[src/sv/aubc_pkg.sv]
// ----------------------------------------------------------------------------
// aubc_pkg
// Shared widths, types and control structs of the axis step and bound chooser.
// ----------------------------------------------------------------------------
`timescale 1ns / 1ps
`default_nettype none

package aubc_pkg;

  localparam int DATA_WIDTH = 32;              // significant bits of the samples
  localparam int IN_W       = 32;              // input field width
  localparam int SW         = DATA_WIDTH + 1;  // widened values and span
  localparam int NW         = DATA_WIDTH + 8;  // scaled numerators, signed
  localparam int DENW       = SW + 1;          // step in sample units / 10
  localparam int CNTW       = $clog2(NW + 1);
  localparam int EXPW       = 4;

  localparam int MANT_W = 3;
  localparam int EXP_W  = 5;
  localparam int QIDX_W = 37;
  localparam int TICK_W = 35;

  localparam logic [MANT_W-1:0] MANT_1 = 3'd1;
  localparam logic [MANT_W-1:0] MANT_2 = 3'd2;
  localparam logic [MANT_W-1:0] MANT_5 = 3'd5;

  typedef struct packed {
    logic load;
    logic search;
    logic choose;
    logic div_step;
    logic finish;
  } aubc_cmd_t;

  typedef struct packed {
    logic err;
    logic search_done;
    logic div_done;
  } aubc_sts_t;

endpackage

`default_nettype wire

[src/sv/aubc_if.sv]
// ----------------------------------------------------------------------------
// aubc_in_if / aubc_out_if
// Valid/ready channels carrying the bounds and the axis result.
// ----------------------------------------------------------------------------
`timescale 1ns / 1ps
`default_nettype none

interface aubc_in_if import aubc_pkg::*; ();
  logic                   valid;
  logic                   ready;
  logic signed [IN_W-1:0] low_value;
  logic signed [IN_W-1:0] high_value;
  modport source (output valid, low_value, high_value, input ready);
  modport sink   (input valid, low_value, high_value, output ready);
endinterface

interface aubc_out_if import aubc_pkg::*; ();
  logic                     valid;
  logic                     ready;
  logic        [MANT_W-1:0] step_mantissa;
  logic signed [EXP_W-1:0]  step_exponent;
  logic signed [QIDX_W-1:0] low_quarter_index;
  logic signed [QIDX_W-1:0] high_quarter_index;
  logic signed [TICK_W-1:0] first_tick;
  logic signed [TICK_W-1:0] last_tick;
  logic                     range_error;
  modport source (output valid, step_mantissa, step_exponent, low_quarter_index,
                  high_quarter_index, first_tick, last_tick, range_error,
                  input ready);
  modport sink   (input valid, step_mantissa, step_exponent, low_quarter_index,
                  high_quarter_index, first_tick, last_tick, range_error,
                  output ready);
endinterface

`default_nettype wire

[src/sv/aubc_ctrl.sv]
// ----------------------------------------------------------------------------
// aubc_ctrl
// Sequencer: accept, decade search, step choice, division, result hand-off.
// ----------------------------------------------------------------------------
`timescale 1ns / 1ps
`default_nettype none

module aubc_ctrl import aubc_pkg::*; (
  input  wire        clk,
  input  wire        rst_n,
  input  wire        in_valid,
  output logic       in_ready,
  output logic       out_valid,
  input  wire        out_ready,
  input  aubc_sts_t  sts,
  output aubc_cmd_t  cmd
);

  typedef enum logic [4:0] {
    S_IDLE   = 5'b00001,
    S_SEARCH = 5'b00010,
    S_CHOOSE = 5'b00100,
    S_DIV    = 5'b01000,
    S_DONE   = 5'b10000
  } state_t;

  state_t state_r, state_nxt;
  logic   out_valid_r, out_valid_nxt;

  assign in_ready  = (state_r == S_IDLE);
  assign out_valid = out_valid_r;

  always_comb begin
    state_nxt     = state_r;
    out_valid_nxt = out_valid_r;
    cmd           = '0;
    if (out_valid_r && out_ready) begin
      out_valid_nxt = 1'b0;
    end
    case (state_r)
      S_IDLE: begin
        if (in_valid) begin
          cmd.load  = 1'b1;
          state_nxt = S_SEARCH;
        end
      end
      S_SEARCH: begin
        // an inverted range skips all arithmetic
        if (sts.err || sts.search_done) begin
          state_nxt = sts.err ? S_DONE : S_CHOOSE;
        end else begin
          cmd.search = 1'b1;
        end
      end
      S_CHOOSE: begin
        cmd.choose = 1'b1;
        state_nxt  = S_DIV;
      end
      S_DIV: begin
        cmd.div_step = 1'b1;
        if (sts.div_done) begin
          state_nxt = S_DONE;
        end
      end
      S_DONE: begin
        if (!out_valid_r || out_ready) begin
          cmd.finish    = 1'b1;
          out_valid_nxt = 1'b1;
          state_nxt     = S_IDLE;
        end
      end
      default: begin
        state_nxt = S_IDLE;
      end
    endcase
  end

  always_ff @(posedge clk) begin
    if (!rst_n) begin
      state_r     <= S_IDLE;
      out_valid_r <= 1'b0;
    end else begin
      state_r     <= state_nxt;
      out_valid_r <= out_valid_nxt;
    end
  end

endmodule

`default_nettype wire

[src/sv/aubc_dp.sv]
// ----------------------------------------------------------------------------
// aubc_dp
// Widening, decade search, step choice, two bit-serial dividers, result reg.
// ----------------------------------------------------------------------------
`timescale 1ns / 1ps
`default_nettype none

module aubc_dp import aubc_pkg::*; (
  input  wire                      clk,
  input  wire                      rst_n,
  input  aubc_cmd_t                cmd,
  output aubc_sts_t                sts,
  input  wire signed [IN_W-1:0]    in_low,
  input  wire signed [IN_W-1:0]    in_high,
  output logic       [MANT_W-1:0]  o_mant,
  output logic signed [EXP_W-1:0]  o_exp,
  output logic signed [QIDX_W-1:0] o_lq,
  output logic signed [QIDX_W-1:0] o_hq,
  output logic signed [TICK_W-1:0] o_first,
  output logic signed [TICK_W-1:0] o_last,
  output logic                     o_err
);

  logic signed [SW-1:0] lo_r, hi_r;
  logic        [SW-1:0] span_r, p_r, pp_r;
  logic     [EXPW-1:0]  exp_r;
  logic                 err_r;
  logic       [MANT_W-1:0] m_r;
  logic signed [EXP_W-1:0] e_r;
  logic     [DENW-1:0]  den_r;
  logic     [CNTW-1:0]  cnt_r;
  logic     [NW-1:0]    q_r   [2];
  logic     [DENW-1:0]  rem_r [2];
  logic                 neg_r [2];

  // widening of equal bounds
  logic signed [SW-1:0] lo_x, hi_x, lo_w, hi_w;
  always_comb begin
    lo_x = {in_low[DATA_WIDTH-1], in_low[DATA_WIDTH-1:0]};
    hi_x = {in_high[DATA_WIDTH-1], in_high[DATA_WIDTH-1:0]};
    lo_w = lo_x;
    hi_w = hi_x;
    if (hi_x == lo_x) begin
      if (hi_x > 0)       lo_w = '0;
      else if (hi_x == 0) hi_w = SW'(1);
      else                hi_w = '0;
    end
  end

  logic [SW+3:0] p10, s10, p12, s2, p5, sp;
  assign p10 = {1'b0, p_r, 3'b000} + {3'b000, p_r, 1'b0};
  assign s10 = {1'b0, span_r, 3'b000} + {3'b000, span_r, 1'b0};
  assign p12 = {1'b0, p_r, 3'b000} + {2'b00, p_r, 2'b00};
  assign s2  = {3'b000, span_r, 1'b0};
  assign p5  = {2'b00, p_r, 2'b00} + {4'b0000, p_r};
  assign sp  = {4'b0000, span_r};

  assign sts.err         = err_r;
  assign sts.search_done = (p10 > sp);
  assign sts.div_done    = (cnt_r == CNTW'(NW - 1));

  // step choice from the leading ratio of the span
  logic [MANT_W-1:0]  m_c;
  logic               big_c;
  logic [DENW-1:0]    den_c;
  logic               x40_c;
  always_comb begin
    if (s10 <= p12)      begin m_c = MANT_2; big_c = 1'b0; end
    else if (s2 <= p5)   begin m_c = MANT_5; big_c = 1'b0; end
    else if (sp <= p5)   begin m_c = MANT_1; big_c = 1'b1; end
    else                 begin m_c = MANT_2; big_c = 1'b1; end
    x40_c = !big_c && (exp_r == '0);
    if (big_c)
      den_c = (m_c == MANT_2) ? {p_r, 1'b0} : {1'b0, p_r};
    else if (x40_c)
      den_c = DENW'(m_c);
    else if (m_c == MANT_5)
      den_c = DENW'({pp_r, 2'b00}) + DENW'(pp_r);
    else
      den_c = {pp_r, 1'b0};
  end

  function automatic logic signed [NW-1:0] scale(input logic signed [SW-1:0] v,
                                                 input logic x40);
    logic signed [NW-1:0] ve;
    ve = NW'(v);
    return x40 ? ((ve <<< 5) + (ve <<< 3)) : (ve <<< 2);
  endfunction

  logic signed [NW-1:0] num_c [2];
  assign num_c[0] = scale(lo_r, x40_c);
  assign num_c[1] = scale(hi_r, x40_c);

  // restoring division steps, one quotient bit per lane each cycle
  logic [DENW:0] trial [2];
  always_comb begin
    for (int i = 0; i < 2; i++)
      trial[i] = {rem_r[i], q_r[i][NW-1]} - {1'b0, den_r};
  end

  always_ff @(posedge clk) begin
    if (cmd.load) begin
      lo_r   <= lo_w;
      hi_r   <= hi_w;
      err_r  <= (hi_x < lo_x);
      span_r <= SW'(hi_w - lo_w);
      p_r    <= SW'(1);
      pp_r   <= '0;
      exp_r  <= '0;
    end
    if (cmd.search) begin
      pp_r  <= p_r;
      p_r   <= SW'(p10);
      exp_r <= exp_r + 1'b1;
    end
    if (cmd.choose) begin
      m_r   <= m_c;
      e_r   <= big_c ? EXP_W'(exp_r) : EXP_W'(exp_r) - EXP_W'(1);
      den_r <= den_c;
      cnt_r <= '0;
      for (int i = 0; i < 2; i++) begin
        neg_r[i] <= num_c[i][NW-1];
        q_r[i]   <= num_c[i][NW-1] ? NW'(-num_c[i]) : NW'(num_c[i]);
        rem_r[i] <= '0;
      end
    end
    if (cmd.div_step) begin
      cnt_r <= cnt_r + 1'b1;
      for (int i = 0; i < 2; i++) begin
        if (!trial[i][DENW]) begin
          rem_r[i] <= trial[i][DENW-1:0];
          q_r[i]   <= {q_r[i][NW-2:0], 1'b1};
        end else begin
          rem_r[i] <= {rem_r[i][DENW-2:0], q_r[i][NW-1]};
          q_r[i]   <= {q_r[i][NW-2:0], 1'b0};
        end
      end
    end
  end

  // floor for the low bound, ceiling for the high bound
  logic signed [NW:0] qs [2];
  logic signed [NW:0] lq_c, hq_c;
  logic signed [NW:0] fst_c;
  always_comb begin
    for (int i = 0; i < 2; i++)
      qs[i] = {1'b0, q_r[i]};
    if (neg_r[0]) lq_c = (rem_r[0] != '0) ? -qs[0] - (NW+1)'(1) : -qs[0];
    else          lq_c = qs[0];
    if (neg_r[1]) hq_c = -qs[1];
    else          hq_c = (rem_r[1] != '0) ? qs[1] + (NW+1)'(1) : qs[1];
    fst_c = (lq_c + (NW+1)'(3)) >>> 2;
  end

  always_ff @(posedge clk) begin
    if (!rst_n) begin
      o_err <= 1'b0;
    end else if (cmd.finish) begin
      o_err <= err_r;
    end
  end

  always_ff @(posedge clk) begin
    if (cmd.finish) begin
      if (err_r) begin
        o_mant  <= '0;
        o_exp   <= '0;
        o_lq    <= '0;
        o_hq    <= '0;
        o_first <= '0;
        o_last  <= '0;
      end else begin
        o_mant  <= m_r;
        o_exp   <= e_r;
        o_lq    <= lq_c[QIDX_W-1:0];
        o_hq    <= hq_c[QIDX_W-1:0];
        o_first <= fst_c[TICK_W-1:0];
        o_last  <= TICK_W'(hq_c >>> 2);
      end
    end
  end

endmodule

`default_nettype wire

[src/sv/axis_unit_and_bound_chooser.sv]
// ----------------------------------------------------------------------------
// axis_unit_and_bound_chooser
// Picks a 1-2-5 axis step for a data range and snaps the bounds to it.
// ----------------------------------------------------------------------------
//  channel  | dir | fields
//  in_chan  | in  | low_value, high_value
//  out_chan | out | step_mantissa, step_exponent, low/high_quarter_index,
//           |     | first_tick, last_tick, range_error
//
//  One transaction at a time: an accept state, the decade search, a
//  step-choice state, the two bit-serial dividers, and a hand-off to the
//  output register.
//  An inverted range skips the arithmetic.
//  A waiting result sits in the output register while the next transaction
//  is accepted and worked on. Synchronous reset clears control and error only.
// ----------------------------------------------------------------------------
`timescale 1ns / 1ps
`default_nettype none

module axis_unit_and_bound_chooser import aubc_pkg::*; (
  input  wire         clk,
  input  wire         rst_n,
  aubc_in_if.sink     in_chan,
  aubc_out_if.source  out_chan
);

  aubc_cmd_t cmd;
  aubc_sts_t sts;

  aubc_ctrl u_ctrl (
    .clk       (clk),
    .rst_n     (rst_n),
    .in_valid  (in_chan.valid),
    .in_ready  (in_chan.ready),
    .out_valid (out_chan.valid),
    .out_ready (out_chan.ready),
    .sts       (sts),
    .cmd       (cmd)
  );

  aubc_dp u_dp (
    .clk     (clk),
    .rst_n   (rst_n),
    .cmd     (cmd),
    .sts     (sts),
    .in_low  (in_chan.low_value),
    .in_high (in_chan.high_value),
    .o_mant  (out_chan.step_mantissa),
    .o_exp   (out_chan.step_exponent),
    .o_lq    (out_chan.low_quarter_index),
    .o_hq    (out_chan.high_quarter_index),
    .o_first (out_chan.first_tick),
    .o_last  (out_chan.last_tick),
    .o_err   (out_chan.range_error)
  );

endmodule

`default_nettype wire

[src/flat_wrapper.sv]
// flat-port wrapper written by rule: the top's interface ports become plain ports
module axis_unit_and_bound_chooser_flat import aubc_pkg::*;
  (clk, rst_n, in_chan_valid, in_chan_low_value, in_chan_high_value, in_chan_ready, out_chan_valid, out_chan_step_mantissa, out_chan_step_exponent, out_chan_low_quarter_index, out_chan_high_quarter_index, out_chan_first_tick, out_chan_last_tick, out_chan_range_error, out_chan_ready);
  aubc_in_if in_chan_i ();
  aubc_out_if out_chan_i ();
  input  wire clk;
  input  wire rst_n;
  input wire logic [$bits(in_chan_i.valid)-1:0] in_chan_valid;
  input wire logic [$bits(in_chan_i.low_value)-1:0] in_chan_low_value;
  input wire logic [$bits(in_chan_i.high_value)-1:0] in_chan_high_value;
  output wire logic [$bits(in_chan_i.ready)-1:0] in_chan_ready;
  output wire logic [$bits(out_chan_i.valid)-1:0] out_chan_valid;
  output wire logic [$bits(out_chan_i.step_mantissa)-1:0] out_chan_step_mantissa;
  output wire logic [$bits(out_chan_i.step_exponent)-1:0] out_chan_step_exponent;
  output wire logic [$bits(out_chan_i.low_quarter_index)-1:0] out_chan_low_quarter_index;
  output wire logic [$bits(out_chan_i.high_quarter_index)-1:0] out_chan_high_quarter_index;
  output wire logic [$bits(out_chan_i.first_tick)-1:0] out_chan_first_tick;
  output wire logic [$bits(out_chan_i.last_tick)-1:0] out_chan_last_tick;
  output wire logic [$bits(out_chan_i.range_error)-1:0] out_chan_range_error;
  input wire logic [$bits(out_chan_i.ready)-1:0] out_chan_ready;
  assign in_chan_i.valid = in_chan_valid;
  assign in_chan_i.low_value = in_chan_low_value;
  assign in_chan_i.high_value = in_chan_high_value;
  assign in_chan_ready = in_chan_i.ready;
  assign out_chan_valid = out_chan_i.valid;
  assign out_chan_step_mantissa = out_chan_i.step_mantissa;
  assign out_chan_step_exponent = out_chan_i.step_exponent;
  assign out_chan_low_quarter_index = out_chan_i.low_quarter_index;
  assign out_chan_high_quarter_index = out_chan_i.high_quarter_index;
  assign out_chan_first_tick = out_chan_i.first_tick;
  assign out_chan_last_tick = out_chan_i.last_tick;
  assign out_chan_range_error = out_chan_i.range_error;
  assign out_chan_i.ready = out_chan_ready;
  axis_unit_and_bound_chooser u_core (.clk(clk), .rst_n(rst_n), .in_chan(in_chan_i), .out_chan(out_chan_i));
endmodule
[config.mk]
export PLATFORM = sky130hd
export DESIGN_NAME = axis_unit_and_bound_chooser_flat
export DESIGN_NICKNAME = d
export VERILOG_FILES = /design/src/sv/aubc_pkg.sv /design/src/sv/aubc_if.sv /design/src/sv/aubc_ctrl.sv /design/src/sv/aubc_dp.sv /design/src/sv/axis_unit_and_bound_chooser.sv /design/src/flat_wrapper.sv
export SDC_FILE = /design/constraint.sdc
export NUM_CORES = 2
export LEC_CHECK = 0
export BUFFER_PORTS_ARGS = -buffer_cell sky130_fd_sc_hd__buf_4
export CELL_PAD_IN_SITES_DETAIL_PLACEMENT = 1
export CELL_PAD_IN_SITES_GLOBAL_PLACEMENT = 1
export CORE_ASPECT_RATIO = 1.2
export CORE_MARGIN = 4
export CORE_UTILIZATION = 49
export CTS_BUF_LIST = sky130_fd_sc_hd__clkbuf_16
export CTS_CLUSTER_SIZE = 28
export DETAILED_ROUTE_END_ITERATION = 10
export GPL_TIMING_DRIVEN = 0
export HOLD_SLACK_MARGIN = 0.15
export PLACE_DENSITY_LB_ADDON = 0.3
export REMOVE_ABC_BUFFERS = 1
export SKIP_CTS_REPAIR_TIMING = 1
export SYNTH_ARGS = -nofsm -noshare
export SYNTH_HDL_FRONTEND = slang
export SYNTH_SLANG_ARGS = --single-unit
[constraint.sdc]
create_clock -name clk -period 11.8 [get_ports clk]
set_input_delay 1.18 -clock clk [delete_from_list [all_inputs] [get_ports clk]]
set_output_delay 1.18 -clock clk [all_outputs]
set_load 0.02 [all_outputs]
==> key figures <==
Timing
  • Setup_tns: 0 ps
  • Normalized max-slew margin: 8.88%
  • Period utilization: 94.4%
  • Final Hold Fails: 0
  • Worst Skew: 33.7 ps
  • Final min period: 11140 ps
  • Slew Viols, Final: 0
  • Fmax achieved: 89.8 MHz
  • Hold_ws: 501 ps
  • Number of setup violations in the final report: 0
  • Final setup margin: 660 ps
  • RSZ-0062 raised after global routing: no
  • Least-Margin Pin Slew: 1370 ps

Logic synthesis
  • Seq/Total Area, Yosys: 33.2%
  • Synthesized netlist cell count: 4927
  • Synth Area in Adders: 13.4%
  • Complex-gate fraction of the synthesized area: 17.8%
  • Largest area contributor in the netlist: edfxtp_1
  • Combinational family with the most area after synthesis: simple AND/OR/NAND/NOR gates
  • Synth top cells by count: 488 x nor2_1, 480 x edfxtp_1, 456 x ha_1
  • Top-area cell type share of the netlist area: 32.8%
  • Post-Syn Area per Cell: 8.92 um2
  • Simple-gate portion of the synthesized area: 19.6%
  • Netlist cell types: 100
  • Post-synthesis xor/xnor area fraction: 8.05%
  • Primary FF master, synth: edfxtp_1
  • Largest cells by area after synthesis: edfxtp_1 33%, ha_1 13%, xnor2_1 5.1%
  • Synth async-reset ratio: 0%
  • Most frequent cell after synthesis: nor2_1
  • Synth Warn #: 0
  • Mapped Area: 43900 um2
  • Mux share of post-synthesis cell area: 3.61%
  • Number of synthesized flops with an enable pin: 480
  • Seq cells post-synth: 488

Global routing
  • Global route total overflow: 0
  • Initial antenna violation count: 2
  • Largest net degree at the start of global routing: 73
  • Global Route Usage Sum: 29.7%
  • First-pass GRT wire length: 224000 um
  • Vias in the first global route: 40400

Power and ir drop
  • P_sw: 2270 uW
  • Combinational power share: 37.2%
  • Clock power frac: 28.0%
  • P per Cell Area: 126 nW/um2
  • Static Leak: 0.0196 uW
  • Tot Pwr: 6140 uW
  • Part of the power in registers: 34.7%
  • Power Internal: 3870 uW
  • Switching Fraction: 37.0%
  • Worst IR Drop VDD: 0.000109 V

Place
  • Post-Place Setup Slack: -1160 ps
  • DP Wirelength: 113000 um
  • GP Congestion: 0.954
  • Input/output buffers: 222
  • Placed cell count: 6156

Route
  • Met3 WL: 6770 um
  • Via density: 6.24
  • WL final: 145000 um
  • Drt drc: 0
  • Post-route ant nets: 0
  • Highest routed layer: met4
  • Routed len/inst: 23.1 um
  • DR vias: 39100
  • Met2 wire len: 69900 um
  • First-iteration detailed-routing DRC count: 2434
  • First-pass DRT Iterations: 5
  • WL met1: 60300 um

Critical path
  • Critical Path Fanout Max: 36
  • Critical path buffer and inverter count: 4
  • Crit start category: flop
  • CP max stage cell: edfxtp_1
  • Most repeated library cell on the critical path: o21ai_0
  • Family with the most delay on the worst path: compound AO/OA/AOI/OAI gates
  • Max stage delay on crit path: 580 ps
  • CP Capture Type: flop
  • Crit path required time: 12140 ps
  • Worst EP arrival: 11480 ps
  • WS Path Type: reg2reg

Clocking
  • Clk pin slew, worst setup/hold paths: 70 ps
  • Worst-Skew Late Latency: 650 ps
  • CTS sink count: 488
  • Longest Clk Path Bufs: 3
  • H-tree Lvls: 2
  • Root Driver: clkbuf_16
  • TritonCTS Buffers: 53
  • CTS tree: built

Status
  • Status: finished clean

Die
  • Rows: 120
  • Chip height: 336 um
  • Die width: 281 um
  • Die area: 94500 um2
  • Ports: 223
  • Starting Density: 49.3%
  • Core area: 89000 um2

Final layout
  • Nets@finish: 5593
  • P&R area growth vs syn: 11.3%
  • Count of non-filler cells in the finished layout: 6264
  • Share of cells above drive strength 1: 8.68%

Run
  • Max Cap Viol: 0

Min path
  • Hold WC Path Type: reg2reg
cell families (layout without fill, tap and decap cells):
| family | count (synthesis) | after routing |
|---|---|---|
| flip-flops | 488 | 488 |
| AO/OA/AOI/OAI | 1223 | 1223 |
| buffers and inverters | 470 | 645 |
| multiplexers | 155 | 155 |
| AND/OR/NAND/NOR | 1720 | 1720 |
| XOR/XNOR | 404 | 404 |
| other | 0 | 3 |
| adder cells (fa/ha/maj) | 467 | 467 |
sequential cells by signal, summed over array words and instances (netlist names), 33 cells and up:
register             count
u_core.u_dp.o_first     35
u_core.u_dp.rem_r       68
u_core.u_dp.pp_r        33
u_core.u_dp.o_hq        37
u_core.u_dp.den_r       34
u_core.u_dp.span_r      33
u_core.u_dp.q_r         80
u_core.u_dp.o_lq        37
worst register-to-register path: cells and delay by family, from the launching register on:
| kind | cells | cell delay [ps] |
|---|---|---|
| flip-flops | 1 | 580 |
| multiplexers | 2 | 620 |
| AO/OA/AOI/OAI | 21 | 4770 |
| adder cells (fa/ha/maj) | 4 | 1260 |
| buffers and inverters | 4 | 960 |
| AND/OR/NAND/NOR | 11 | 2260 |
| XOR/XNOR | 2 | 390 |
layer usage:
metal,track usage (%),vias to the layer above
met5,0,-
met3,2.92,277
met1,37.3,19400
li1,-,18400
met2,51.4,1005
met4,14.0,0
per-stage QoR:
stage | util, % | instance area, um2
after global routing | 54.9 | 48900
after global placement | 51.9 | 46200
after detailed placement | 52.8 | 47000
after CTS | 54.7 | 48700
after floorplan | - | 43100
final | 54.9 | 48900
placed cells by master (no fill, tap or decap), drive strengths merged, types with 19 or more instances in the layout:
master,n
a21oi,328
ha,456
o21bai,28
nor2,488
a211oi,28
clkbuf,56
o21ai,293
xnor2,254
o31ai,67
and2,97
nor3,154
mux2i,144
o21a,67
xor2,150
o22ai,21
edfxtp,480
a31oi,46
nor4,80
or2,30
nor2b,77
nand2,336
buf,266
nand3,134
o211ai,32
nand4,58
inv,286
and3,43
or3,59
nand2b,78
clkinv,29
nor3b,19
or4,19
a21o,129
power by group through the flow:
| stage | Clock (uW) | Sequential (uW) | Combinational [uW] |
|---|---|---|---|
| floorplan | 0 | 2130 | 1540 |
| global placement | 0 | 2200 | 2070 |
| detailed placement | 0 | 2160 | 2210 |
| CTS | 1740 | 2130 | 2240 |
| global route | 1810 | 2140 | 2520 |
| finish | 1720 | 2130 | 2290 |
final timing paths:
path	to	slack [ps]	startpoint	cells after the start
worst max register to register	u_core.u_dp.q_r[1][34]$_DFFE_PP_	660	u_core.u_dp.pp_r[0]$_SDFFCE_PN0P_	44
worst min register to register	u_core.u_dp.o_err$_SDFFE_PN0P_	500	u_core.u_dp.o_err$_SDFFE_PN0P_	2
worst min-delay path	u_core.u_dp.o_err$_SDFFE_PN0P_	500	u_core.u_dp.o_err$_SDFFE_PN0P_	2
worst max-delay path	u_core.u_dp.q_r[1][34]$_DFFE_PP_	660	u_core.u_dp.pp_r[0]$_SDFFCE_PN0P_	44
area by class of cell:
cell class | count | area [um2]
fillers | 10300 | 40100
clock buffers | 55 | 1380
inverters | 281 | 1060
multi-input cells | 3969 | 27600
flip-flops and latches | 488 | 14600
repair buffers | 267 | 2440
clock inverters | 42 | 363
diodes | 3 | 7.51
well taps | 1159 | 1450
No activity file was read; power rests on OpenSTA's default activity.
